### src/hdl/wmf_pkg.sv
// Shared types and constants for the window median filter.
package wmf_pkg;

  localparam int DEF_MAX_WIDTH = 1024;
  localparam int DEF_MAX_HALF  = 3;
  localparam int PIXEL_BITS    = 8;
  localparam int HEIGHT_LIMIT  = 4096;
  localparam int QUEUE_DEPTH   = 16;

  localparam int W_CFG_BITS    = 11;
  localparam int H_CFG_BITS    = 13;
  localparam int HALF_CFG_BITS = 2;
  localparam int CFG_DATA_W    = 13;
  localparam int CFG_IDX_W     = 2;

  localparam logic [W_CFG_BITS-1:0]    RST_WIDTH  = 11'd640;
  localparam logic [H_CFG_BITS-1:0]    RST_HEIGHT = 13'd480;
  localparam logic [HALF_CFG_BITS-1:0] RST_HALF   = 2'd1;

  localparam logic MODE_PIXEL = 1'b0;
  localparam logic MODE_FLUSH = 1'b1;

  typedef enum logic [CFG_IDX_W-1:0] {
    REG_WIDTH  = 2'd0,
    REG_HEIGHT = 2'd1,
    REG_HALF   = 2'd2
  } cfg_reg_t;

  typedef struct packed {
    logic [PIXEL_BITS-1:0] pixel;
    logic                  is_border;
    logic                  frame_last;
    logic                  config_error;
  } wmf_result_t;

  typedef struct packed {
    logic        valid;
    logic        use_median;
    wmf_result_t res;
  } wmf_tag_t;

endpackage

### src/hdl/wmf_queue.sv
// Result queue with slot reservation at input accept.
module wmf_queue
  import wmf_pkg::*;
(
  input  logic        clk,
  input  logic        rst_n,
  input  logic        reserve,
  input  logic        push,
  input  wmf_result_t push_data,
  input  logic        pop,
  output logic        room,
  output logic        out_valid,
  output wmf_result_t out_data
);

  localparam int PTR_W = $clog2(QUEUE_DEPTH);
  localparam int CNT_W = $clog2(QUEUE_DEPTH + 1);

  wmf_result_t      q_r [QUEUE_DEPTH];
  logic [PTR_W-1:0] wr_ptr_r, wr_ptr_nxt;
  logic [PTR_W-1:0] rd_ptr_r, rd_ptr_nxt;
  logic [CNT_W-1:0] fill_r, fill_nxt;
  logic [CNT_W-1:0] credit_r, credit_nxt;

  assign out_valid = (fill_r != '0);
  assign out_data  = q_r[rd_ptr_r];
  assign room      = (credit_r < CNT_W'(QUEUE_DEPTH));

  always_comb begin
    wr_ptr_nxt = wr_ptr_r;
    rd_ptr_nxt = rd_ptr_r;
    fill_nxt   = fill_r;
    credit_nxt = credit_r;
    if (push) begin
      wr_ptr_nxt = (wr_ptr_r == PTR_W'(QUEUE_DEPTH - 1)) ? '0 : wr_ptr_r + 1'b1;
    end
    if (pop) begin
      rd_ptr_nxt = (rd_ptr_r == PTR_W'(QUEUE_DEPTH - 1)) ? '0 : rd_ptr_r + 1'b1;
    end
    case ({push, pop})
      2'b10:   fill_nxt = fill_r + 1'b1;
      2'b01:   fill_nxt = fill_r - 1'b1;
      default: fill_nxt = fill_r;
    endcase
    // a slot is held from the input beat until its result leaves
    case ({reserve, pop})
      2'b10:   credit_nxt = credit_r + 1'b1;
      2'b01:   credit_nxt = credit_r - 1'b1;
      default: credit_nxt = credit_r;
    endcase
    if (!rst_n) begin
      wr_ptr_nxt = '0;
      rd_ptr_nxt = '0;
      fill_nxt   = '0;
      credit_nxt = '0;
    end
  end

  always_ff @(posedge clk) begin
    wr_ptr_r <= wr_ptr_nxt;
    rd_ptr_r <= rd_ptr_nxt;
    fill_r   <= fill_nxt;
    credit_r <= credit_nxt;
    if (push) begin
      q_r[wr_ptr_r] <= push_data;
    end
  end

endmodule
### config.mk
export PLATFORM = sky130hd
export DESIGN_NAME = wmf_queue
export DESIGN_NICKNAME = d
export VERILOG_FILES = /design/src/hdl/wmf_pkg.sv /design/src/hdl/wmf_queue.sv
export SDC_FILE = /design/constraint.sdc
export NUM_CORES = 1
export LEC_CHECK = 0
export BUFFER_PORTS_ARGS = -buffer_cell sky130_fd_sc_hd__buf_2
export CORE_MARGIN = 2
export CORE_UTILIZATION = 55
export DETAILED_ROUTE_END_ITERATION = 6
export PLACE_DENSITY = 0.72
export SYNTH_ARGS = -nofsm -noshare
export SYNTH_HDL_FRONTEND = slang
export SYNTH_SLANG_ARGS = --single-unit
### constraint.sdc
create_clock -name clk -period 2.44 [get_ports clk]
set_input_delay 0.244 -clock clk [delete_from_list [all_inputs] [get_ports clk]]
set_output_delay 0.244 -clock clk [all_outputs]
set_load 0.02 [all_outputs]
Word level (Yosys, flattened, before mapping). Memories as Yosys holds them, arrays and structs flattened. A register that Yosys moved wholly into a read port is not among the register bits. Cells that the tools add are included.

Add/subtract/negate cells: 6. Muxes and demuxes: 8. Equal/unequal tests: 6. Order comparisons: 1. Reduce and logical (&&, ||, !) cells: 3.

Operators by type and width (count): $pmux W5 S2 (2); $mux W4 (4); $add A5 B1 Y5 const B (2); $sub A5 B1 Y5 const B (2); $add A4 B1 Y4 const B (2); $eq A4 B4 Y1 const B (2); $lt A5 B5 Y1 const B (1); $reduce_bool A5 Y1 (1); $eq A2 B1 Y1 const B (2); $eq A2 B2 Y1 const B (2); $reduce_bool A2 Y1 (2); $mux W1 (2).

Memories kept: 1. RAM bits: 176. Input port bits: 16. Bits in registers: 18. Word-level logic and storage cells: 29. Output and inout bits: 13.

Memories: q_r (words 16, width 11, rd ports 1, clocked after memory_dff 1, wr ports 1, RTL line wmf_queue.sv:19) `wmf_result_t q_r [QUEUE_DEPTH];`.

Logic depth before layout (Yosys ltp). Gate-level depths: netlist of run 1.

Depth in word-level cells: 4. Mapped depth: 9.

Worst setup path before layout of run 1. Ideal clock, no wire load.

Path kind: reg-to-output. From: register with a tool-made name. To: output port out_data[10] (netlist bit). Slack: 0.484 ns. Data arrival time: 1.712 ns. Path buffers: 2. Cell stages (with the launch flop): 5. Path through: dfxtp_1 clkbuf_1 buf_1 mux4_2 mux4_2.

RTL lines: end: declaration (RTL line wmf_queue.sv:13) `output wmf_result_t out_data`.

==> impl_metrics.prom, run 1 <==
# TYPE chip_impl_metric gauge
chip_impl_info{name="layout.cells.most_common",value="sky130_fd_sc_hd__edfxtp_1"} 1
chip_impl_metric{name="syn-instance-count",unit=""} 400
chip_impl_metric{name="p_clk_frac",unit=""} 0.385
chip_impl_info{name="failed_checks",value="negative setup slack"} 1
chip_impl_info{name="crit_path_frequent_cell",value="sky130_fd_sc_hd__mux4_2"} 1
chip_impl_metric{name="antennaDiodeCount",unit=""} 0
chip_impl_info{name="setup.worst_path.class",value="register to output pin"} 1
chip_impl_metric{name="power.net_switching",unit="mW"} 1.56
chip_impl_metric{name="cts_buffers",unit=""} 17
chip_impl_info{name="outcome",value="complete, but fails checks"} 1
chip_impl_metric{name="sequentialPowerShare",unit=""} 0.523
chip_impl_metric{name="num-nets-final",unit=""} 485
chip_impl_info{name="cts-root-buf",value="sky130_fd_sc_hd__clkbuf_16"} 1
chip_impl_metric{name="dieArea",unit="um2"} 15700
chip_impl_metric{name="power.ir.vdd_worst",unit="uV"} 480
chip_impl_metric{name="relSlewSlack",unit=""} 0.459
chip_impl_metric{name="cp.buffers_inverters",unit=""} 3
chip_impl_metric{name="detail_route.wirelength",unit="mm"} 16.5
chip_impl_metric{name="hold_viol_final",unit=""} 0
chip_impl_metric{name="initial_core_utilization",unit=""} 0.560
chip_impl_metric{name="dp_hpwl",unit="mm"} 8.65
chip_impl_metric{name="overflow",unit=""} 0
chip_impl_metric{name="dr_total_vias",unit=""} 3999
chip_impl_metric{name="finalSetupTns",unit="ns"} -0.698
chip_impl_metric{name="flops_latches_synth",unit=""} 198
chip_impl_metric{name="power.density_cell_area",unit="nW/um2"} 784
chip_impl_metric{name="power.internal",unit="mW"} 5.70
chip_impl_metric{name="period_needed",unit="ns"} 2.56
chip_impl_info{name="worst_r2r_start",value="wr_ptr_r[3]$_SDFFE_PN0P_"} 1
chip_impl_metric{name="clk_pin_slew",unit="ns"} 0.07
chip_impl_info{name="crit_slowest_cell",value="sky130_fd_sc_hd__mux4_2"} 1
chip_impl_metric{name="critPathRequiredTime",unit="ns"} 2.20
chip_impl_metric{name="cts.sinks",unit=""} 198
chip_impl_metric{name="final.setup_skew",unit="ns"} 0.00671
chip_impl_info{name="crit_chain",value="buf_12 > buf_16 > mux4_2 > mux4_2 > buf_6"} 1
chip_impl_info{name="worst_hold_startpoint",value="push"} 1
chip_impl_metric{name="synth_area_per_cell",unit="um2"} 20.2
chip_impl_metric{name="placement.io_buffers",unit=""} 28
chip_impl_metric{name="power.share.switching",unit=""} 0.215
chip_impl_metric{name="avg_wl_per_cell",unit="um"} 25.3
chip_impl_metric{name="max_stage_delay",unit="ns"} 0.53
chip_impl_info{name="tritoncts",value="yes"} 1
chip_impl_info{name="timing.critical_path.from_type",value="register"} 1
chip_impl_metric{name="first_pass_grt_wire_length",unit="mm"} 24.8
chip_impl_metric{name="post-route-drc-count",unit=""} 0
chip_impl_metric{name="clock_path_buffers",unit=""} 2
chip_impl_metric{name="cp_data_arrival_time",unit="ns"} 2.32
chip_impl_info{name="min_path_type",value="primary input to register"} 1
chip_impl_metric{name="final_core_util",unit=""} 0.643
chip_impl_metric{name="io_pins",unit=""} 29
chip_impl_metric{name="maximum_number_of_pins_on_one_net_before_global_route_repair",unit=""} 45
chip_impl_metric{name="final_min_period_over_clock_period",unit=""} 1.05
chip_impl_metric{name="clock_latency_late_sink",unit="ns"} 0.43
chip_impl_metric{name="grt_antenna_before_repair",unit=""} 0
chip_impl_metric{name="placement.cell_area",unit="um2"} 8510
chip_impl_metric{name="seq_total_area_yosys",unit=""} 0.708
chip_impl_metric{name="htree_levels",unit=""} 4
chip_impl_metric{name="ys_types",unit=""} 35
chip_impl_metric{name="first_global_vias",unit=""} 4029
chip_impl_metric{name="power.leakage",unit="nW"} 3.10
chip_impl_metric{name="syn-num-nets",unit=""} 428
chip_impl_metric{name="initialDrtViolationCount",unit=""} 557
chip_impl_info{name="cpLargestDelayFamily",value="multiplexers"} 1
chip_impl_metric{name="synthesis.yosys.warnings",unit=""} 0
chip_impl_metric{name="final_setup_violation_count",unit=""} 11
chip_impl_metric{name="fin_area",unit="um2"} 9270
chip_impl_metric{name="first_pass_iters",unit=""} 5
chip_impl_metric{name="pwr-share-comb",unit=""} 0.092
chip_impl_metric{name="gp_congestion",unit=""} 0.710
chip_impl_metric{name="timing_worst_slew_pin_value",unit="ns"} 0.810
chip_impl_info{name="rsz_0062_raised_after_global_routing",value="yes"} 1
chip_impl_metric{name="clock.fmax",unit="MHz"} 390
chip_impl_metric{name="detail_route.vias_per_cell",unit=""} 6.11
chip_impl_info{name="final_cell_mix",value="sky130_fd_sc_hd__edfxtp_1, sky130_fd_sc_hd__mux4_2, sky130_fd_sc_hd__dfxtp_1"} 1
chip_impl_metric{name="rows",unit=""} 44
chip_impl_metric{name="die_w",unit="um"} 125
chip_impl_metric{name="die_h",unit="um"} 125
chip_impl_metric{name="core",unit="um2"} 14400
chip_impl_metric{name="grt_usage",unit=""} 0.221
chip_impl_metric{name="layout_setup_ws",unit="ns"} -0.121
chip_impl_metric{name="post-place-ws",unit="ns"} 0.276
chip_impl_metric{name="area_growth_syn_to_layout",unit="%"} 14.6
chip_impl_metric{name="layout-drive-gt1-share",unit=""} 0.298
chip_impl_info{name="setup.worst_path.end_class",value="output pin"} 1
chip_impl_metric{name="max_cap_violations",unit=""} 0
chip_impl_metric{name="detail-route-antenna-nets",unit=""} 0
chip_impl_metric{name="crit_fanout",unit=""} 6
chip_impl_metric{name="netlist_area",unit="um2"} 8080
chip_impl_metric{name="finalMaxSlewViolations",unit=""} 0
flip-flops by register name, summed over array words and instances, names as in the netlist, named ones only:
name,flops
rd_ptr_r,4
wr_ptr_r,4
q_r,176
fill_r,5
credit_r,5
per-layer routing:
metal / track usage / wire (um)
met1: 0.311 / 7070
met2: 0.351 / 8220
met3: 0.0561 / 1020
met4: 0.0621 / 226
met5: 0 / 0
power by group through the flow:
stage               registers [mW]  clock network (mW)  logic, mW
global placement              3.86                   0      0.518
detailed placement            3.87                   0      0.539
floorplan                     3.85                   0      0.393
finish                        3.80                2.80      0.671
global route                  3.80                2.96      0.722
CTS                           3.79                2.83      0.651
final timing paths:
kind	to	slack, ns	depth (start not counted)
worst min register to register	credit_r[4]$_SDFFE_PN0P_	0.46	2
worst min-delay path	wr_ptr_r[1]$_SDFFE_PN0P_	0.14	3
worst max register to register	q_r[9][6]$_DFFE_PP_	0.67	3
worst max-delay path	out_data[9]	-0.12	5
through the flow:
stage | std cells | hold slack [ns] | power [mW]
4_1_cts | 652 | 0.123 | 7.28
3_3_place_gp | 612 | 0.443 | 4.38
2_1_floorplan | 400 | 0.343 | 4.24
5_1_grt | 654 | 0.168 | 7.49
3_5_place_dp | 612 | 0.459 | 4.41
6_report | 654 | 0.137 | 7.26
synth_stat cells:
master / instances / area share
sky130_fd_sc_hd__a32oi_1: 1 / 0.0011
sky130_fd_sc_hd__buf_12: 1 / 0.0025
sky130_fd_sc_hd__nor3_1: 3 / 0.0019
sky130_fd_sc_hd__edfxtp_1: 176 / 0.65
sky130_fd_sc_hd__a21boi_0: 1 / 0.00093
sky130_fd_sc_hd__dfxtp_1: 22 / 0.054
sky130_fd_sc_hd__nand2b_1: 2 / 0.0015
sky130_fd_sc_hd__nor2b_1: 3 / 0.0023
sky130_fd_sc_hd__a31o_2: 1 / 0.0011
sky130_fd_sc_hd__nor3b_1: 1 / 0.00093
sky130_fd_sc_hd__and2_1: 16 / 0.012
sky130_fd_sc_hd__and3_1: 1 / 0.00077
sky130_fd_sc_hd__o211ai_1: 1 / 0.00093
sky130_fd_sc_hd__mux4_1: 41 / 0.13
sky130_fd_sc_hd__inv_1: 6 / 0.0028
sky130_fd_sc_hd__nand2_1: 11 / 0.0051
sky130_fd_sc_hd__or3b_2: 2 / 0.0022
sky130_fd_sc_hd__xor2_1: 9 / 0.0098
sky130_fd_sc_hd__buf_6: 4 / 0.0056
sky130_fd_sc_hd__and3b_1: 1 / 0.0011
sky130_fd_sc_hd__a21oi_1: 10 / 0.0062
sky130_fd_sc_hd__or3_1: 3 / 0.0023
sky130_fd_sc_hd__o21a_1: 1 / 0.00093
sky130_fd_sc_hd__mux4_2: 14 / 0.039
sky130_fd_sc_hd__buf_1: 5 / 0.0023
sky130_fd_sc_hd__o21ai_0: 8 / 0.0050
sky130_fd_sc_hd__nand3b_1: 3 / 0.0028
sky130_fd_sc_hd__mux2i_1: 9 / 0.011
sky130_fd_sc_hd__clkbuf_1: 9 / 0.0042
sky130_fd_sc_hd__ha_1: 12 / 0.019
sky130_fd_sc_hd__o31ai_1: 1 / 0.00093
sky130_fd_sc_hd__a31oi_1: 4 / 0.0031
sky130_fd_sc_hd__o311ai_0: 1 / 0.0011
sky130_fd_sc_hd__nor2_1: 15 / 0.0070
sky130_fd_sc_hd__nand3_1: 2 / 0.0012
kinds of logic after synthesis:
| kind of cell | after synthesis | synth area share |
|---|---|---|
| flops | 198 | 0.708 |
| mux | 64 | 0.183 |
| simple gates | 63 | 0.0415 |
| xor+xnor | 9 | 0.00975 |
| fa+ha+maj | 12 | 0.0186 |
| compound gates | 29 | 0.0212 |
| buf+inv | 25 | 0.0173 |
timing repair:
| item | 4_1_cts | 5_1_grt |
|---|---|---|
| gates resized for setup | 42 | 20 |
| hold buffers | 0 | 0 |
| endpoints found under the setup margin | 11 | 11 |
| pin swaps | 0 | 0 |
| cloned | 6 | 1 |
| setup buffers | 2 | 1 |
worst reg2reg max path, stage by stage (launching register included):
cell,delay (ns)
sky130_fd_sc_hd__dfxtp_1,0.41
sky130_fd_sc_hd__nor3b_1,0.43
sky130_fd_sc_hd__and2_1,0.36
sky130_fd_sc_hd__buf_4,0.27
area by class of cell:
cell class | instances | area (um2)
well taps | 184 | 230
clock buffers | 19 | 433
inverters | 6 | 22.5
clock inverters | 13 | 158
multi-input cells | 177 | 2090
fillers | 991 | 5160
repair buffers | 57 | 608
flip-flops and latches | 198 | 5730
(Power assumes the default switching activity.)
==> run 2: changes to the inputs <==
--- a/config.mk
+++ b/config.mk
@@ -9,6 +9,7 @@
 export CORE_MARGIN = 2
 export CORE_UTILIZATION = 55
 export DETAILED_ROUTE_END_ITERATION = 6
+export GPL_TIMING_DRIVEN = 0
 export PLACE_DENSITY = 0.72
 export SYNTH_ARGS = -nofsm -noshare
 export SYNTH_HDL_FRONTEND = slang
==> run 2 against run 1 <==
Against the previous run:
- the flow still finishes with violations (negative setup slack)
- sequential share of layout area up 0.65 points
- clock power about the same
- worst setup slack lost 0.022 ns
- clock skew rose by 0.00068 ns
- maximum frequency decreased by 0.84%
- combinational power is 3.1% higher
- cell area shrank 1.0%
- critical endpoint is now out_data[2]
- highest routed layer unchanged
==> impl_metrics.prom, run 2 (synthesis results as in run 1) <==
# TYPE chip_impl_metric gauge
chip_impl_metric{name="dr_total_vias",unit=""} 4028
chip_impl_metric{name="cts_buffers",unit=""} 17
chip_impl_metric{name="dp_hpwl",unit="mm"} 9.22
chip_impl_metric{name="layout_setup_ws",unit="ns"} -0.143
chip_impl_metric{name="post-route-drc-count",unit=""} 0
chip_impl_info{name="top_regs",value="q_r x176, credit_r x5, fill_r x5"} 1
chip_impl_metric{name="die_h",unit="um"} 125
chip_impl_metric{name="die_w",unit="um"} 125
chip_impl_info{name="final_cell_mix",value="sky130_fd_sc_hd__edfxtp_1, sky130_fd_sc_hd__mux4_2, sky130_fd_sc_hd__dfxtp_1, sky130_fd_sc_hd__clkbuf_16"} 1
chip_impl_metric{name="placement.io_buffers",unit=""} 27
chip_impl_metric{name="fin_area",unit="um2"} 9170
chip_impl_metric{name="first_global_vias",unit=""} 4098
chip_impl_metric{name="min_delay_path_depth",unit=""} 3
chip_impl_metric{name="initialDrtViolationCount",unit=""} 476
chip_impl_metric{name="power.density_cell_area",unit="nW/um2"} 795
chip_impl_metric{name="gp_congestion",unit=""} 0.781
chip_impl_metric{name="rr_worst_depth",unit=""} 2
chip_impl_metric{name="detail_route.vias_per_cell",unit=""} 6.21
chip_impl_metric{name="clock.fmax",unit="MHz"} 387
chip_impl_metric{name="clock_latency_late_sink",unit="ns"} 0.44
chip_impl_metric{name="power.leakage",unit="nW"} 3.02
chip_impl_metric{name="final_min_period_over_clock_period",unit=""} 1.06
chip_impl_metric{name="post_layout_nonfiller_instances",unit=""} 649
chip_impl_metric{name="place_inst",unit=""} 611
chip_impl_metric{name="timing.hold.ws",unit="ns"} 0.137
chip_impl_metric{name="power.ir.vdd_worst",unit="uV"} 426
chip_impl_metric{name="clock_path_buffers",unit=""} 2
chip_impl_info{name="tritoncts",value="yes"} 1
chip_impl_info{name="worst_hold_startpoint",value="push"} 1
chip_impl_info{name="timing.critical_path.from_type",value="register"} 1
chip_impl_metric{name="htree_levels",unit=""} 4
chip_impl_metric{name="relSlewSlack",unit=""} 0.426
chip_impl_metric{name="detail-route-antenna-nets",unit=""} 0
chip_impl_info{name="worst_r2r_endpoint",value="q_r[3][2]$_DFFE_PP_"} 1
chip_impl_metric{name="maximum_number_of_pins_on_one_net_before_global_route_repair",unit=""} 17
chip_impl_metric{name="layout-drive-gt1-share",unit=""} 0.271
chip_impl_metric{name="num-nets-final",unit=""} 480
chip_impl_info{name="cts-root-buf",value="sky130_fd_sc_hd__clkbuf_16"} 1
chip_impl_metric{name="final.setup_skew",unit="ns"} 0.00739
chip_impl_metric{name="critPathRequiredTime",unit="ns"} 2.20
chip_impl_metric{name="hold_viol_final",unit=""} 0
chip_impl_metric{name="placement.cell_area",unit="um2"} 8450
chip_impl_info{name="largest_register",value="q_r"} 1
chip_impl_metric{name="largest_register_ff_count",unit=""} 176
chip_impl_metric{name="timing_worst_slew_pin_value",unit="ns"} 0.862
chip_impl_info{name="worst_r2r_start",value="wr_ptr_r[1]$_SDFFE_PN0P_"} 1
chip_impl_metric{name="initial_core_utilization",unit=""} 0.560
chip_impl_metric{name="overflow",unit=""} 0
chip_impl_metric{name="rows",unit=""} 44
chip_impl_metric{name="first_pass_grt_wire_length",unit="mm"} 25.5
chip_impl_metric{name="core",unit="um2"} 14400
chip_impl_metric{name="final_setup_violation_count",unit=""} 11
chip_impl_info{name="layout.cells.most_common",value="sky130_fd_sc_hd__edfxtp_1"} 1
chip_impl_metric{name="first_pass_iters",unit=""} 5
chip_impl_metric{name="grt_antenna_before_repair",unit=""} 0
chip_impl_metric{name="clk_pin_slew",unit="ns"} 0.06
chip_impl_metric{name="grt_usage",unit=""} 0.227
chip_impl_metric{name="avg_wl_per_cell",unit="um"} 26.6
chip_impl_metric{name="antennaDiodeCount",unit=""} 0
chip_impl_metric{name="post-place-ws",unit="ns"} -0.210
chip_impl_metric{name="area_growth_syn_to_layout",unit="%"} 13.5
chip_impl_info{name="outcome",value="complete, but fails checks"} 1
chip_impl_info{name="setup.worst_path.class",value="register to output pin"} 1
chip_impl_info{name="setup.worst_path.end_class",value="output pin"} 1
chip_impl_metric{name="worst-r2r-setup-slack",unit="ns"} 0.59
chip_impl_metric{name="cp_data_arrival_time",unit="ns"} 2.34
chip_impl_metric{name="cts.sinks",unit=""} 198
chip_impl_info{name="failed_checks",value="negative setup slack"} 1
chip_impl_metric{name="period_needed",unit="ns"} 2.58
chip_impl_metric{name="dieArea",unit="um2"} 15700
chip_impl_metric{name="detail_route.wirelength",unit="mm"} 17.3
chip_impl_info{name="rsz_0062_raised_after_global_routing",value="yes"} 1
chip_impl_info{name="min_path_type",value="primary input to register"} 1
chip_impl_metric{name="max_cap_violations",unit=""} 0
chip_impl_metric{name="crit_fanout",unit=""} 6
chip_impl_metric{name="finalMaxSlewViolations",unit=""} 0
chip_impl_metric{name="io_pins",unit=""} 29
chip_impl_info{name="holdPathEnd",value="wr_ptr_r[1]$_SDFFE_PN0P_"} 1
run 2: cell count changes in the layout (fill, tap and decap cells not counted), sizes merged:
cell,change
buf,-16
clkbuf,+10
clkdlybuf4s15,+1
clkinv,-1
clkinvlp,+1
run 2: layout make-up:
type / instances / area [um2]
multi-input combinational: 177 / 2090
fill: 995 / 5250
buffer: 17 / 151
timing repair buffer: 35 / 362
sequential: 198 / 5730
inverter: 6 / 22.5
tap: 184 / 230
clock buffer: 19 / 433
clock inverter: 13 / 158
run 2: timing repair:
item                                    4_1_cts  5_1_grt
buffers inserted                              4        0
hold buffers                                  0        0
cloned                                        2        3
endpoints found under the setup margin       11       11
resized for setup                            63       18
run 2: per-stage QoR:
step                 util  power, mW  TNS [ns]
floorplan               -       4.24         0
global placement    0.586       4.40     -1.85
detailed placement  0.586       4.43     -2.13
CTS                 0.636       7.30     -1.41
global route        0.636       7.53     -1.58
finish              0.636       7.29    -0.975
run 2: report_power, final:
part	switching (mW)	total (mW)	internal [mW]
registers	0.0449	3.79	3.75
clock network	1.20	2.81	1.60
logic	0.353	0.692	0.339
total	1.60	7.29	5.69
run 2: worst max-delay path, stage by stage (launching register included):
cell,delay (ns)
sky130_fd_sc_hd__dfxtp_4,0.38
sky130_fd_sc_hd__buf_12,0.15
sky130_fd_sc_hd__buf_12,0.14
sky130_fd_sc_hd__mux4_2,0.54
sky130_fd_sc_hd__mux4_2,0.53
sky130_fd_sc_hd__buf_6,0.16
run 2: worst max path at each step:
stage	start	cells after the start	slack, ns	to
final	register	5	-0.14	out_data[2]
after global routing	register	5	-0.17	out_data[2]
after CTS	register	5	-0.14	out_data[2]
after detailed placement	register	5	-0.21	out_data[2]
after global placement	register	5	-0.18	out_data[9]
after floorplan	register	4	0.48	out_data[10]
run 2: layer usage:
layer	up-vias	track usage	wire length (um)
li1	1725	-	-
met1	2098	0.316	7340
met2	180	0.359	8390
met3	25	0.0565	1200
met4	0	0.0791	332
met5	-	0	0
